===== config.mk =====
export PLATFORM = sky130hd
export DESIGN_NAME = cyl_div
export DESIGN_NICKNAME = d
export VERILOG_FILES = /design/src/hdl/cyl_div.sv
export SDC_FILE = /design/constraint.sdc
export NUM_CORES = 2
export LEC_CHECK = 0
export ABC_CLOCK_PERIOD_IN_PS = 5200
export BUFFER_PORTS_ARGS = -buffer_cell sky130_fd_sc_hd__buf_2
export CAP_MARGIN = 0
export CORE_MARGIN = 5
export CORE_UTILIZATION = 40
export CTS_CLUSTER_DIAMETER = 30
export DETAILED_ROUTE_END_ITERATION = 12
export SLEW_MARGIN = 20
export SYNTH_ARGS = -nofsm -noshare
export SYNTH_HDL_FRONTEND = slang
export SYNTH_SLANG_ARGS = --single-unit

===== constraint.sdc =====
create_clock -name clk -period 5.2 [get_ports clk]
set_clock_uncertainty 0.1 [all_clocks]
set_input_delay 0.26 -clock clk [delete_from_list [all_inputs] [get_ports clk]]
set_output_delay 0.26 -clock clk [all_outputs]
set_load 0.02 [all_outputs]

===== src/hdl/cyl_div.sv =====
// ----------------------------------------------------------------------------
// cyl_div
// Pipelined restoring divider, one quotient bit per stage, overflow flag.
// ----------------------------------------------------------------------------
module cyl_div
#(
    parameter int NUM_W = 32,
    parameter int DEN_W = 16,
    parameter int QW    = 16,
    parameter int SB_W  = 1
)
(
    input  logic             clk,
    input  logic             rst_n,
    input  logic             en,
    input  logic             in_valid,
    input  logic [NUM_W-1:0] num,
    input  logic [DEN_W-1:0] den,
    input  logic [SB_W-1:0]  sb_in,
    output logic             out_valid,
    output logic [QW-1:0]    quot,
    output logic             ovf,
    output logic [SB_W-1:0]  sb_out
);

    localparam int CW = NUM_W + DEN_W + QW;

    logic [CW-1:0]    rem_reg [0:QW];
    logic [DEN_W-1:0] den_reg [0:QW];
    logic [QW-1:0]    q_reg   [0:QW];
    logic             ovf_reg [0:QW];
    logic [SB_W-1:0]  sb_reg  [0:QW];
    logic             v_reg   [0:QW];

    always_ff @(posedge clk or negedge rst_n)
    begin
        if (!rst_n)
            v_reg[0] <= 1'b0;
        else if (en)
            v_reg[0] <= in_valid;
    end

    // A quotient that does not fit in QW bits is flagged up front.
    always_ff @(posedge clk)
    begin
        if (en)
        begin
            rem_reg[0] <= CW'(num);
            den_reg[0] <= den;
            q_reg[0]   <= '0;
            ovf_reg[0] <= CW'(num) >= (CW'(den) << QW);
            sb_reg[0]  <= sb_in;
        end
    end

    for (genvar j = 0; j < QW; j++)
    begin : g_stage
        localparam int B = QW - 1 - j;
        logic [CW-1:0] dsh;

        assign dsh = CW'(den_reg[j]) << B;

        always_ff @(posedge clk or negedge rst_n)
        begin
            if (!rst_n)
                v_reg[j+1] <= 1'b0;
            else if (en)
                v_reg[j+1] <= v_reg[j];
        end

        always_ff @(posedge clk)
        begin
            if (en)
            begin
                if (rem_reg[j] >= dsh)
                begin
                    rem_reg[j+1] <= rem_reg[j] - dsh;
                    q_reg[j+1]   <= q_reg[j] | (QW'(1) << B);
                end
                else
                begin
                    rem_reg[j+1] <= rem_reg[j];
                    q_reg[j+1]   <= q_reg[j];
                end
                den_reg[j+1] <= den_reg[j];
                ovf_reg[j+1] <= ovf_reg[j];
                sb_reg[j+1]  <= sb_reg[j];
            end
        end
    end

    assign out_valid = v_reg[QW];
    assign quot      = q_reg[QW];
    assign ovf       = ovf_reg[QW];
    assign sb_out    = sb_reg[QW];

endmodule


==> impl_results.md <==
* FMAX at 230.4 MHz
* Vias/cell at 5.131
* Die W at 431.3 um
* GR Overflow Total at 0
* Htree depth at 5
* IO Port Bufs at 71
* Post-layout min period at 4.341 ns
* Slew Limit Headroom at 28.78%
* Area Overhead vs Synth at 21.09%
* Met2 WL at 77010 um
* Hold EP: sb_reg[0][0]
* Uppermost layer routed: met4
* Area of the mapped netlist at 0.07099 mm^2
* Max_cap viols at 0
* Tightest Pin Transition at 1.059 ns
* Largest net degree at the start of global routing at 170
* Drt drc at 0
* Antenna violations before repair at 0
* Final nets at 6641
* Share of layout cells above drive strength 1 at 11.75%
* CTS Buffer Depth at 4
* #FFs+latches synth at 1419
* Reg-to-reg setup timing slack at 0.86 ns
* Hold path depth at 2
* Post-DR wirelength/cell at 16.67 um
* Ranking of synthesized cells by area: edfxtp_1, xor2_1, ha_1, xnor2_1, nand2_1
* Worst IR Drop VDD at 0.3701 mV
* Yosys cell types at 86
* Synth Instances at 5860
* Number of synthesized flops with an enable pin at 1402
* Row cnt at 154
* Ports at 72
* Num CTS Buffers at 320
* CP Max Fanout at 10
* R2r worst-path depth at 10
* Clock slew seen by the registers of the worst setup and hold paths at 0.05 ns
* WL met1 at 54360 um
* HPWL Detailed at 108200 um
* Via count at 45540
* Final hold vios at 0
* Fin crit share at 83.48%
* Final Max Tran Viols at 0
* Max FFs per register at 976
* Crit end category: flip-flop
* Reg-to-reg endpoint: rem_reg[4][54]
* Area of placed instances at 0.07441 mm^2
* Core Region at 0.1763 mm^2
* TritonCTS clock tree: yes
* Worst setup SP type: flip-flop
* RR Startpoint: rem_reg[3][14]
* Number of global-route vias before repair at 47970
* Synth Flop Type: edfxtp_1
* Worst Path Required at 5.70 ns
* Clk root buf: clkbuf_16
* Total Routing Usage GR at 15.78%
* Hold Path Class: primary input to flip-flop
* CP Class: flip-flop to flip-flop
* DR pass1 iterations at 7
* DP Worst Slack at 0.9822 ns
* Leakage power total at 31.76 nW
* Wire length of the first global-routing pass at 239300 um
* Routed Antenna Nets at 0
* Status: finished, final reports clean
* Fillcell total at 15340
* Seq/Total Area, Yosys at 59.91%
* Power Density at 506.8 mW/mm^2
* Hold Crit Start: en
* Initial Util at 40.26%
* Ant diodes at 0
* Final setup violation count at 0
* Gp weighted congestion at 0.9387
* Drt initial violations at 2285
* Top cell type's share of synthesized area at 59.31%
* Die Y at 431.3 um
* Met3 WL at 5089 um
* Syn Area/Cell at 12.11 um^2
* Async set-reset flop share out of synthesis at 1.198%
* Area leader, netlist: edfxtp_1
* Clk sinks at 1419
* Clk_lat worst skew at 0.89 ns
* Synth warn at 0
* TNS Setup at 0 ns
* DRT Wirelength at 148000 um
* Final core occ at 48.75%
* CP Data Arrival Time at 4.84 ns
* Die area at 0.1860 mm^2
* PnR worst setup slack at 0.8589 ns
* Design area at 0.08595 mm^2
* Syn Nets at 6201
* RSZ-0062 raised after global routing: no
## cell type report
class	instances	area, um^2	area share [%]
sequential	1419	42530	49.47
multi-input combinational	3973	26730	31.10
clock buffer	373	8449	9.830
tap	2340	2928	3.406
clock inverter	184	2063	2.400
timing repair buffer	243	1969	2.291
inverter	343	1287	1.498
## metal layers
metal | vias to the layer above | global-route usage, %
li1 | 22800 | -
met1 | 21130 | 15.48
met2 | 1035 | 29.54
met3 | 569 | 2.807
met4 | 0 | 11.76
met5 | - | 0
## repair_timing
action,in CTS,in global routing
hold buffers,103,0
hold endpoints to repair,139,0
buffers inserted,0,0
resized for setup,0,0
## where the power goes
group	internal, mW	switching (mW)
Sequential	14.8	1.12
Combinational	3.57	4.74
Clock	13.4	5.89
Total	31.8	11.8
## worst max-delay path by stage
| stage | startpoint | endpoint | slack (ns) | cells after the start |
|---|---|---|---|---|
| after floorplan | rem_reg[12][9] | rem_reg[13][62] | 1.58 | 12 |
| after global placement | rem_reg[3][12] | rem_reg[4][53] | 1.04 | 13 |
| after detailed placement | den_reg[0][48] | rem_reg[4][45] | 0.98 | 12 |
| after CTS | rem_reg[3][14] | rem_reg[4][54] | 0.97 | 10 |
| after global routing | rem_reg[7][8] | rem_reg[8][54] | 0.64 | 15 |
| final | rem_reg[3][14] | rem_reg[4][54] | 0.86 | 10 |
## metrics by stage
| step | hold slack, ns | cells | total power [mW] |
|---|---|---|---|
| global placement | 0.08729 | 8215 | 24.16 |
| global route | 0.2547 | 8875 | 45.78 |
| finish | 0.2695 | 8875 | 43.56 |
| floorplan | -0.1356 | 5860 | 22.13 |
| detailed placement | 0.09716 | 8215 | 24.29 |
| CTS | 0.2246 | 8875 | 43.93 |
## critical path: stages, from the launching register on
cell,delay [ns]
edfxtp_1,0.38
ha_1,0.39
nor2b_1,0.18
o31a_1,0.27
o41ai_1,0.75
o21ai_0,0.42
o2bb2ai_1,0.28
or2_2,0.43
or3_1,0.41
o41ai_1,0.35
nand2_1,0.11
## layout by cell type (no fill, tap or decap), types with 182 or more instances in the layout
| cell type | n |
|---|---|
| a21oi_1 | 254 |
| clkbuf_16 | 330 |
| edfxtp_1 | 1402 |
| ha_1 | 273 |
| inv_1 | 343 |
| nand2_1 | 444 |
| nor2_1 | 406 |
| nor3_1 | 236 |
| nor4_1 | 182 |
| o21ai_0 | 282 |
| xnor2_1 | 278 |
| xor2_1 | 404 |
## cells in the mapped netlist, types with 80 or more instances
cell type,count
edfxtp_1,1402
nand2_1,444
nor2_1,406
xor2_1,404
inv_1,343
o21ai_0,282
xnor2_1,278
ha_1,273
a21oi_1,254
nor3_1,238
nor4_1,182
nand3_1,114
clkbuf_1,112
a21o_1,104
or4_1,101
or3_1,93
nand2b_1,80
## kinds of logic after synthesis
| kind of cell | Yosys count | synth area share [%] |
|---|---|---|
| and+or+nand+nor | 2009 | 14.80 |
| DFF | 1419 | 59.91 |
| AOI/OAI and AO/OA | 943 | 8.330 |
| xor gates and xnor gates | 682 | 8.415 |
| buffers and inverters | 468 | 2.508 |
| adders and majority gates | 288 | 5.235 |
| muxes | 51 | 0.8038 |
Note: power is estimated with default switching activity, not from simulation.
