$ cat config.mk
export PLATFORM = sky130hd
export DESIGN_NAME = cyl_sqrt
export DESIGN_NICKNAME = d
export VERILOG_FILES = /design/src/hdl/cyl_sqrt.sv
export SDC_FILE = /design/constraint.sdc
export NUM_CORES = 1
export LEC_CHECK = 0
export BUFFER_PORTS_ARGS = -buffer_cell sky130_fd_sc_hd__buf_4
export CAP_MARGIN = 20
export CELL_PAD_IN_SITES_DETAIL_PLACEMENT = 0
export CELL_PAD_IN_SITES_GLOBAL_PLACEMENT = 1
export CORE_MARGIN = 2
export CORE_UTILIZATION = 45
export DETAILED_ROUTE_END_ITERATION = 10
export PLACE_DENSITY = 0.81
export SETUP_SLACK_MARGIN = 0.5
export SYNTH_ARGS = -nofsm -noshare
export SYNTH_HDL_FRONTEND = slang
export SYNTH_SLANG_ARGS = --single-unit
$ cat constraint.sdc
create_clock -name clk -period 2.89 [get_ports clk]
set_clock_uncertainty 0.05 [all_clocks]
set_input_delay 0.578 -clock clk [delete_from_list [all_inputs] [get_ports clk]]
set_output_delay 0.578 -clock clk [all_outputs]
set_load 0.02 [all_outputs]
$ cat src/hdl/cyl_sqrt.sv
// ----------------------------------------------------------------------------
// cyl_sqrt
// Pipelined integer square root, one result bit per stage, with remainder.
// ----------------------------------------------------------------------------
module cyl_sqrt
#(
    parameter int IN_W = 32,
    parameter int SB_W = 1
)
(
    input  logic                clk,
    input  logic                rst_n,
    input  logic                en,
    input  logic                in_valid,
    input  logic [IN_W-1:0]     radicand,
    input  logic [SB_W-1:0]     sb_in,
    output logic                out_valid,
    output logic [IN_W/2-1:0]   root,
    output logic [IN_W-1:0]     rem,
    output logic [SB_W-1:0]     sb_out
);

    localparam int RW = IN_W / 2;
    localparam int CW = IN_W + 2;

    logic [CW-1:0]   rem_reg  [0:RW];
    logic [RW-1:0]   root_reg [0:RW];
    logic [SB_W-1:0] sb_reg   [0:RW];
    logic            v_reg    [0:RW];

    always_ff @(posedge clk or negedge rst_n)
    begin
        if (!rst_n)
            v_reg[0] <= 1'b0;
        else if (en)
            v_reg[0] <= in_valid;
    end

    always_ff @(posedge clk)
    begin
        if (en)
        begin
            rem_reg[0]  <= CW'(radicand);
            root_reg[0] <= '0;
            sb_reg[0]   <= sb_in;
        end
    end

    for (genvar j = 0; j < RW; j++)
    begin : g_stage
        localparam int B = RW - 1 - j;
        logic [CW-1:0] term;

        // Trial root r + 2^B squares to r^2 + r*2^(B+1) + 2^(2B).
        assign term = (CW'(root_reg[j]) << (B + 1)) + (CW'(1) << (2 * B));

        always_ff @(posedge clk or negedge rst_n)
        begin
            if (!rst_n)
                v_reg[j+1] <= 1'b0;
            else if (en)
                v_reg[j+1] <= v_reg[j];
        end

        always_ff @(posedge clk)
        begin
            if (en)
            begin
                if (rem_reg[j] >= term)
                begin
                    rem_reg[j+1]  <= rem_reg[j] - term;
                    root_reg[j+1] <= root_reg[j] | (RW'(1) << B);
                end
                else
                begin
                    rem_reg[j+1]  <= rem_reg[j];
                    root_reg[j+1] <= root_reg[j];
                end
                sb_reg[j+1] <= sb_reg[j];
            end
        end
    end

    assign out_valid = v_reg[RW];
    assign root      = root_reg[RW];
    assign rem       = rem_reg[RW][IN_W-1:0];
    assign sb_out    = sb_reg[RW];

endmodule

==> flow_summary_export.csv <==
group,metric,value,unit
timing,worst_slew_margin_rel,0.445,
logic_synthesis,syn_inst,2642,
timing,fin_ws,-0.0472,ns
finish,most_used_cells_in_the_layout_excluding_fill_and_tap_cells,"edfxtp_1 (726), buf_4 (432), inv_1 (157)",
logic_synthesis,yosys-top-cells-area,"edfxtp_1 (63%), ha_1 (5.5%), xnor2_1 (3.3%)",
logic_synthesis,seq_total_area_yosys,0.641,
timing,rsz0062_at_grt,"true",
logic_synthesis,netlist-cell-type-count,83,
timing,setup-violations-final,6,
global_routing,globalRouteOverflowTotal,0,
die,coreArea,76100,µm²
timing,final_min_period,2.94,ns
place,io_buffer_count,86,
place,place.gp.congestion,0.923,
detailed_routing,first_iter_violations,1726,
worst_setup_path,crit_path_max_fanout,4,
clock_tree,cts-htree-levels,3,
finish,most_common_library_cell_in_the_layout_ignoring_fill_and_taps,"edfxtp_1",
timing,clock.fmax,340,MHz
clock_tree,tritoncts,"yes",
logic_synthesis,synthesis_warnings,0,
worst_setup_path,number_of_stages_on_the_worst_setup_path,7,
logic_synthesis,synth_async_sr_flop_share,0.0229,
logic_synthesis,flip_flop_and_latch_count_after_synthesis,743,
clock_tree,cts.reportedPaths.clkPinSlew,0.06,ns
worst_setup_path,worst_ep_required_time,3.22,ns
finish,area.growth.synth_to_final,37.5,%
die,die-width,282,µm
finish,largest_reg_flops,573,
logic_synthesis,mappedNetlistNets,2831,
detailed_routing,drt-wirelength-per-cell,19.9,µm
worst_setup_path,setup.worst_path.end_class,"register",
worst_setup_path,critical_path.top_delay_family,"simple AND/OR/NAND/NOR gates",
worst_setup_path,crit_path_max_incr_delay,0.55,ns
clock_tree,clock-sinks,743,
global_routing,grt_max_degree,122,
status,status,"finished, violations left",
status,violations,"negative setup slack",
detailed_routing,detailroute.via_count,23694,
worst_setup_path,cp.arrival,3.27,ns
logic_synthesis,synth_edf_count,726,
worst_setup_path,critPathSlowestCell,"or4_4",
die,ios,87,
worst_setup_path,r2r_cells,7,
detailed_routing,avgViaCountPerCell,5.45,
timing,worstMarginPinSlew,0.832,ns
worst_setup_path,critical_path.startpoint_type,"register",
timing,final-max-slew-violation-count,0,
finish,net_count_reported_at_finish,3441,
logic_synthesis,synth_top_area_share,0.629,
hold_path,hp-class,"primary input to register",
finish,antenna_cells,0,
worst_setup_path,cp_num_buf_inv,1,
worst_setup_path,crit_top_cell,"or4_4",
finish,fillerInstances,5335,
detailed_routing,drt-pass1-iter-count,5,
die,dieArea,79300,µm²
detailed_routing,wl_met2,45400,µm
die,fp.dieH,282,µm
die,floorplan.rows,101,
detailed_routing,top_routing_layer_in_use,"met4",
die,initial_core_util,0.456,
timing,timing_hold_violations_final,0,
logic_synthesis,synth.avg_cell_area,13.1,µm²
detailed_routing,route.met3.wl,3400,µm
finish,drive_gt1_frac,0.393,
power,p_per_area,647,nW/µm²
global_routing,first_global_vias,23637,
power,power.ir.vdd_worst,596,µV
run,drv.max_cap_violation_count,0,
clock_tree,clk_latency,0.65,ns
finish,final_core_util,0.627,
worst_setup_path,path_cells,"or4_4 -> or3_4 -> or4_4 -> nand4bb_4 -> nor3_4 -> buf_6 -> mux2_4",
detailed_routing,routed_wl,86400,µm
global_routing,globalRouteTotalUtil,0.207,
global_routing,antenna_found_initial,1,
detailed_routing,detail_route.drc_violations,0,
power,leakagePower,18.2,nW
global_routing,grt_pass1_wl,129000,µm
hold_path,hold_depth,1,
logic_synthesis,syn_area,34700,µm²
clock_tree,total_clock_buffers_created_by_cts,79,
worst_setup_path,worst-setup-path-type,"register to register",
logic_synthesis,yosysTopAreaCell,"edfxtp_1",
detailed_routing,postRouteAntennaNets,0,
logic_synthesis,dominantRegCellSynth,"edfxtp_1",
detailed_routing,wl_on_met1,34600,µm
timing,finalSetupTns,-0.140,ns
timing,finalCritPeriodShare,1.02,
clock_tree,ctsLongestPathBuffers,3,
place,placed_wire_length_estimate_after_detailed_placement,56600,µm
clock_tree,clockRootBuffer,"clkbuf_16",
==> power by group <==
part | leakage (nW) | switching [mW] | internal, mW
logic | 9.77 | 3.26 | 3.18
clock network | 1.27 | 4.39 | 5.75
registers | 7.16 | 0.946 | 13.3
==> what timing repair did <==
item | in CTS | in global routing
endpoints found under the hold margin | 37 | 0
hold buffers | 21 | 0
endpoints found under the setup margin | 280 | 291
gates cloned | 11 | 5
pin swaps | 140 | 182
setup buffers | 125 | 126
gates resized for setup | 386 | 459
==> metal layers <==
layer | up-vias | global-route usage
met4 | 0 | 0.0687
met3 | 190 | 0.0261
met2 | 615 | 0.374
met5 | - | 0
met1 | 11800 | 0.256
li1 | 11089 | -
==> per-stage QoR <==
stage	instances	worst slack [ns]	hold WS [ns]	area [µm²]	total power [mW]
after floorplan	2642	0.0189	0.232	35500	17.2
after global placement	3913	-0.110	0.352	38800	18.8
final	4347	-0.0472	0.0341	47700	30.8
after detailed placement	3913	-0.130	0.355	38800	19.0
after CTS	4216	-0.0226	0.0000350	44600	29.9
after global routing	4347	-0.149	0.00425	47700	32.0
==> cells by family (layout without fill, tap and decap cells) <==
group | Yosys count | after routing | synth area share
mux | 48 | 48 | 0.0152
fa+ha+maj | 152 | 152 | 0.0548
flops | 743 | 743 | 0.641
xor+xnor | 244 | 244 | 0.0616
simple gates | 790 | 791 | 0.122
buf+inv | 229 | 903 | 0.0253
compound gates | 436 | 436 | 0.0803
==> synth_stat cells, types with 39 or more instances <==
master	count
a21oi_1	93
clkbuf_1	39
edfxtp_1	726
ha_1	152
inv_1	184
nand2_1	200
nand2b_1	43
nor2_1	143
nor3_1	87
nor4_1	74
o21a_1	43
o21ai_0	147
xnor2_1	132
xor2_1	112
==> final timing paths <==
check / from / to / slack, ns
setup reg to reg: rem_reg[12][23] / rem_reg[13][18] / -0.05
hold / removal: radicand[21] / rem_reg[0][21] / 0.03
max in group asynchronous: rst_n / v_reg[7] / 2.34
hold reg to reg: sb_reg[0][12] / sb_reg[0][13] / 0.37
min in group asynchronous: rst_n / v_reg[15] / 0.26
setup / recovery: rem_reg[12][23] / rem_reg[13][18] / -0.05
==> area by class of cell <==
type	count	area, µm²	share of cell area
Sequential cell	743	22200	0.466
Inverter	184	696	0.0146
Tap cell	1030	1290	0.0270
Timing Repair Buffer	573	5140	0.108
Multi-Input combinational cell	1671	15700	0.329
Clock buffer	91	2020	0.0424
Clock inverter	55	627	0.0131
Note: power is estimated with default switching activity, not from simulation.
