**src/hdl/cyl_pkg.sv**
```systemverilog
// ----------------------------------------------------------------------------
// cyl_pkg
// Shared constants and the arctangent table for the cylinder geometry block.
// ----------------------------------------------------------------------------
package cyl_pkg;

    localparam int ANGLE_W = 17;
    localparam int THETA_W = 18;
    localparam int XY_W    = 34;
    localparam int OUT_W   = 16;

    localparam logic [THETA_W-1:0] OFFSET_Q16  = 18'd47940;
    localparam logic [THETA_W-1:0] HALF_PI_Q16 = 18'd102944;
    localparam logic [THETA_W-1:0] PI_Q16      = 18'd205887;

    localparam logic [30:0] SUMSQ_FIX = 31'd1143369295;
    localparam logic [29:0] TWOAB_FIX = 30'd703457264;
    localparam logic [23:0] ABDIV_Q16 = 24'd8179736;
    localparam logic [23:0] LMAX_Q16  = 24'd9355264;

    localparam logic [OUT_W-1:0] OUT_MAX = 16'hFFFF;

    // atan(2^-i) in Q30, rounded to nearest.
    function automatic logic [30:0] cyl_atan(input int unsigned i);
        logic [30:0] a;
        case (i)
            0:       a = 31'd843314857;
            1:       a = 31'd497837829;
            2:       a = 31'd263043837;
            3:       a = 31'd133525159;
            4:       a = 31'd67021687;
            5:       a = 31'd33543516;
            6:       a = 31'd16775851;
            7:       a = 31'd8388437;
            8:       a = 31'd4194283;
            9:       a = 31'd2097149;
            10:      a = 31'd1048576;
            11:      a = 31'd524288;
            12:      a = 31'd262144;
            13:      a = 31'd131072;
            14:      a = 31'd65536;
            15:      a = 31'd32768;
            16:      a = 31'd16384;
            17:      a = 31'd8192;
            18:      a = 31'd4096;
            19:      a = 31'd2048;
            20:      a = 31'd1024;
            21:      a = 31'd512;
            22:      a = 31'd256;
            23:      a = 31'd128;
            default: a = 31'd0;
        endcase
        return a;
    endfunction

endpackage

```
**src/hdl/cyl_cordic.sv**
```systemverilog
// ----------------------------------------------------------------------------
// cyl_cordic
// Angle fold and pipelined rotation CORDIC, one stage per iteration.
// ----------------------------------------------------------------------------
module cyl_cordic
    import cyl_pkg::*;
#(
    parameter int STAGES = 16
)
(
    input  logic                   clk,
    input  logic                   rst_n,
    input  logic                   en,
    input  logic                   in_valid,
    input  logic [ANGLE_W-1:0]     angle,
    output logic                   out_valid,
    output logic signed [XY_W-1:0] x,
    output logic signed [XY_W-1:0] y,
    output logic                   neg
);

    logic signed [XY_W-1:0] x_reg [0:STAGES];
    logic signed [XY_W-1:0] y_reg [0:STAGES];
    logic signed [XY_W-1:0] z_reg [0:STAGES];
    logic                   neg_reg [0:STAGES];
    logic                   v_reg [0:STAGES];

    logic [THETA_W-1:0] theta;
    logic [THETA_W-1:0] theta_next;
    logic               neg_next;

    // Angles past a right angle are folded back; the cosine is negated later.
    always_comb
    begin
        theta = THETA_W'(angle) + OFFSET_Q16;
        if (theta > HALF_PI_Q16)
        begin
            theta_next = PI_Q16 - theta;
            neg_next   = 1'b1;
        end
        else
        begin
            theta_next = theta;
            neg_next   = 1'b0;
        end
    end

    always_ff @(posedge clk or negedge rst_n)
    begin
        if (!rst_n)
            v_reg[0] <= 1'b0;
        else if (en)
            v_reg[0] <= in_valid;
    end

    always_ff @(posedge clk)
    begin
        if (en)
        begin
            x_reg[0]   <= XY_W'(64'sd1073741824);
            y_reg[0]   <= '0;
            z_reg[0]   <= signed'(XY_W'({theta_next, 14'b0}));
            neg_reg[0] <= neg_next;
        end
    end

    for (genvar i = 0; i < STAGES; i++)
    begin : g_stage
        localparam logic signed [XY_W-1:0] ATAN = signed'(XY_W'(cyl_atan(i)));

        always_ff @(posedge clk or negedge rst_n)
        begin
            if (!rst_n)
                v_reg[i+1] <= 1'b0;
            else if (en)
                v_reg[i+1] <= v_reg[i];
        end

        always_ff @(posedge clk)
        begin
            if (en)
            begin
                if (!z_reg[i][XY_W-1])
                begin
                    x_reg[i+1] <= x_reg[i] - (y_reg[i] >>> i);
                    y_reg[i+1] <= y_reg[i] + (x_reg[i] >>> i);
                    z_reg[i+1] <= z_reg[i] - ATAN;
                end
                else
                begin
                    x_reg[i+1] <= x_reg[i] + (y_reg[i] >>> i);
                    y_reg[i+1] <= y_reg[i] - (x_reg[i] >>> i);
                    z_reg[i+1] <= z_reg[i] + ATAN;
                end
                neg_reg[i+1] <= neg_reg[i];
            end
        end
    end

    assign out_valid = v_reg[STAGES];
    assign x         = x_reg[STAGES];
    assign y         = y_reg[STAGES];
    assign neg       = neg_reg[STAGES];

endmodule

```
**config.mk**
```make
export PLATFORM = sky130hd
export DESIGN_NAME = cyl_cordic
export DESIGN_NICKNAME = d
export VERILOG_FILES = /design/src/hdl/cyl_pkg.sv /design/src/hdl/cyl_cordic.sv
export SDC_FILE = /design/constraint.sdc
export NUM_CORES = 2
export LEC_CHECK = 0
export BUFFER_PORTS_ARGS = -buffer_cell sky130_fd_sc_hd__buf_4
export CORE_MARGIN = 8
export CORE_UTILIZATION = 50
export DETAILED_ROUTE_END_ITERATION = 10
export PLACE_DENSITY = 0.74
export RECOVER_POWER = 25
export SYNTH_ARGS = -nofsm -noshare
export SYNTH_HDL_FRONTEND = slang
export SYNTH_SLANG_ARGS = --single-unit
```
**constraint.sdc**
```tcl
create_clock -name clk -period 4.9 [get_ports clk]
set_input_delay 0.98 -clock clk [delete_from_list [all_inputs] [get_ports clk]]
set_output_delay 0.98 -clock clk [all_outputs]
set_load 0.03 [all_outputs]
```
==> run_results.csv <==
group,metric,value,unit
outcome,status,"complete, but fails checks",
outcome,failed_checks,"capacitance limit, slew limit",
global_route,grt_first_pass_wirelength,379600,um
critical_path,regToRegStartpoint,"x_reg[13][18]",
logic_synthesis,ys.flop_type,"edfxtp_1",
placement,dpl.cell_count,12290,
route,routed-wl-met3,10830,um
critical_path,crit_start,"x_reg[13][18]",
route,first_pass_iters,6,
logic_synthesis,yosys.area_share.simple,11.71,%
timing,max_slew_margin,-140.3,%
critical_path,critical_path_required,5.52,ns
critical_path,cp_slowest_cell,"or4b_4",
finish,largest_reg_flops,380,
global_route,grt_pass1_vias,71310,
critical_path,endpoint_kind,"flop",
route,met1Wirelength,103100,um
die,num_rows,156,
logic_synthesis,synth_top_family_by_area,"compound AO/OA/AOI/OAI gates",
critical_path,cp_max_fo,3,
logic_synthesis,yosys.cell_count.top_type,"edfxtp_1",
die,die_w,442.2,um
logic_synthesis,synthAdderAreaFrac,14.79,%
die,pin_count,91,
logic_synthesis,synth_edf_count,1143,
finish,drive_gt1_share,13.88,%
cts,cts_root_buf,"clkbuf_16",
logic_synthesis,synth_compound_area_share,18.92,%
critical_path,crit_type,"reg2reg",
global_route,gr-usage-all-layers,23.62,%
placement,gp_congestion,0.9576,
route,vias,72520,
logic_synthesis,synth_area,90830,um2
timing,finalHoldViolations,0,
critical_path,critical_path.most_common_cell,"a21o_1",
cts,path_clk_slew,0.06,ns
logic_synthesis,synthCells,9097,
die,fp.coreArea,180500,um2
critical_path,worstSetupStartpointType,"flop",
cts,htreeDepth,4,
die,floorplan.initialDensity,50.31,%
route,drc,0,
timing,skew,0.04617,ns
route,ant_nets,0,
logic_synthesis,ys_seq_area_share,38.26,%
hold_path,hp-class,"reg2reg",
global_route,grt_max_degree,159,
cts,clk_latency,0.81,ns
logic_synthesis,synth_mux_area_share,0.9987,%
logic_synthesis,yosysTopAreaCell,"edfxtp_1",
logic_synthesis,avgSynthCellArea,9.985,um2
route,via_per_inst,5.773,
logic_synthesis,ys_warn_count,0,
logic_synthesis,synth_top_area_share,37.79,%
critical_path,crit_arrival,5.38,ns
global_route,antenna_found_initial,5,
critical_path,crit_buf_inv,1,
logic_synthesis,synthArstFlopShare,1.466,%
finish,fin_cells,12560,
cts,numCtsBuffers,134,
logic_synthesis,synth_cell_type_count,90,
finish,fillers,15110,
cts,cts_tree,"yes",
logic_synthesis,synth-xor-area-share,12.99,%
cts,cts.sinks,1160,
hold_path,hold_start,"neg_reg[15]",
logic_synthesis,synthTopCellsByArea,"edfxtp_1 (38%), ha_1 (14%), xnor2_1 (8.6%), a21oi_1 (4.9%), xor2_1 (4.3%)",
route,wl_per_cell,19.18,um
timing,drv_slew,258,
placement,numPortBuffers,90,
placement,dp_hpwl,193100,um
timing,setup_viol,0,
timing,worst_slew_pin_slew,3.605,ns
critical_path,critPathMaxStageDelay,0.51,ns
route,wl,241000,um
finish,fin_nets,11160,
job,drv_cap,5,
critical_path,path_delay_family,"compound AO/OA/AOI/OAI gates",
global_route,grt.overflow.total,0,
timing,max_freq,210.0,MHz
route,highest_layer,"met5",
route,drt_iter0_drc,4925,
logic_synthesis,synth-seq-cells,1160,
die,die_area,195600,um2
critical_path,cp_cell_sequence,"or3_1 -> or3b_2 -> or4b_4 -> nor2_2 -> a21oi_1 -> xnor2_1 -> ha_1 -> a21o_1 -> a21o_1 -> a21o_1 -> a21o_1 -> a21oi_2 -> a21oi_1 -> o21ai_1 -> buf_4 -> a21oi_1 -> o311a_1 -> nor3_2",
logic_synthesis,synth.top_cells.by_count,"edfxtp_1 (1143), ha_1 (1018), xnor2_1 (897)",
finish,area_growth_syn_to_layout,16.64,%
die,die_h,442.2,um
route,met2_length,117900,um
timing,period_minus_slack,4.763,ns
timing,layout_worst_path_cycle_share,97.20,%
cts,clock_path_buffers,3,
-- metrics by stage --
step           util, %  instance area [um2]  worst slack (ns)  TNS (ns)  hold slack (ns)
2_1_floorplan        -                91150          -0.06214  -0.06214           0.4003
3_3_place_gp     55.85               100800           -0.5590    -6.313           0.4029
3_5_place_dp     55.85               100800           -0.4847    -9.124           0.4054
4_1_cts          58.40               105400           0.01927         0           0.3734
5_1_grt          58.68               105900           -0.1027   -0.1781           0.3997
6_report         58.68               105900            0.1373         0           0.4185
-- layer usage --
layer | vias up | track usage [%]
met5 | - | 0
met4 | 2 | 8.563
met3 | 453 | 2.783
met2 | 1729 | 41.98
met1 | 34560 | 29.58
li1 | 35770 | -
-- cell usage in the layout, fill, tap and decap left out, drive strengths merged, types with 20 or more instances in the layout --
cell and instances:
buf 951, o21a 142, o21ai 495, nand3b 23, edfxtp 1143, o31ai 74
or2 41, nand4 52, fa 35, nor2 626, a211o 20, and2 46
xor2 450, nor2b 125, clkbuf 200, a21o 430, o211ai 28, ha 1018
nor3 214, a21oi 896, o31a 21, xnor2 897, a2111oi 25, clkinv 58
o41ai 41, a31o 23, or3 69, o2111ai 21, nand2b 155, a211oi 71
o21bai 128, nand3 144, nand2 492, mux2i 40, a31oi 82, and3 90
nor4 41, a21boi 43, mux2 45, inv 416
-- area by class of cell --
type,instances,area (um2),share of cell area (%)
tap,2370,2965,2.799
timing repair buffer,994,7485,7.065
clock inverter,83,938.4,0.8858
antenna,1,2.502,0.002362
sequential,1160,34750,32.80
clock buffer,159,3596,3.394
inverter,415,1564,1.476
multi-input combinational,7379,54640,51.58
-- final timing paths --
check	endpoint	depth (start not counted)	slack, ns
worst max register to register	y_reg[14][33]	18	0.14
max in group asynchronous	v_reg[11]	2	3.52
min in group asynchronous	v_reg[15]	2	0.84
worst min register to register	neg_reg[16]	0	0.42
worst min-delay path	neg_reg[16]	0	0.42
worst max-delay path	y_reg[14][33]	18	0.14
-- cell families (layout without fill, tap and decap cells) --
logic type / count (synthesis) / in the layout
AO/OA/AOI/OAI: 2701 / 2701
flip-flops: 1160 / 1160
adder cells (fa/ha/maj): 1053 / 1053
multiplexers: 85 / 85
XOR/XNOR: 1347 / 1347
other: 2 / 4
AND/OR/NAND/NOR: 2190 / 2190
buffers and inverters: 559 / 1651
-- timing repair --
| action | in CTS | in global routing |
|---|---|---|
| pin swaps | 6 | 27 |
| gates resized for setup | 15 | 102 |
| hold buffers | 1 | 0 |
| hold endpoints to repair | 17 | 0 |
| setup buffers | 2 | 23 |
| gates cloned | 0 | 0 |
| endpoints found under the setup margin | 14 | 76 |
Power is not shown: default switching activity piles up to over one toggle a cycle in this logic, so the estimate is an artifact.
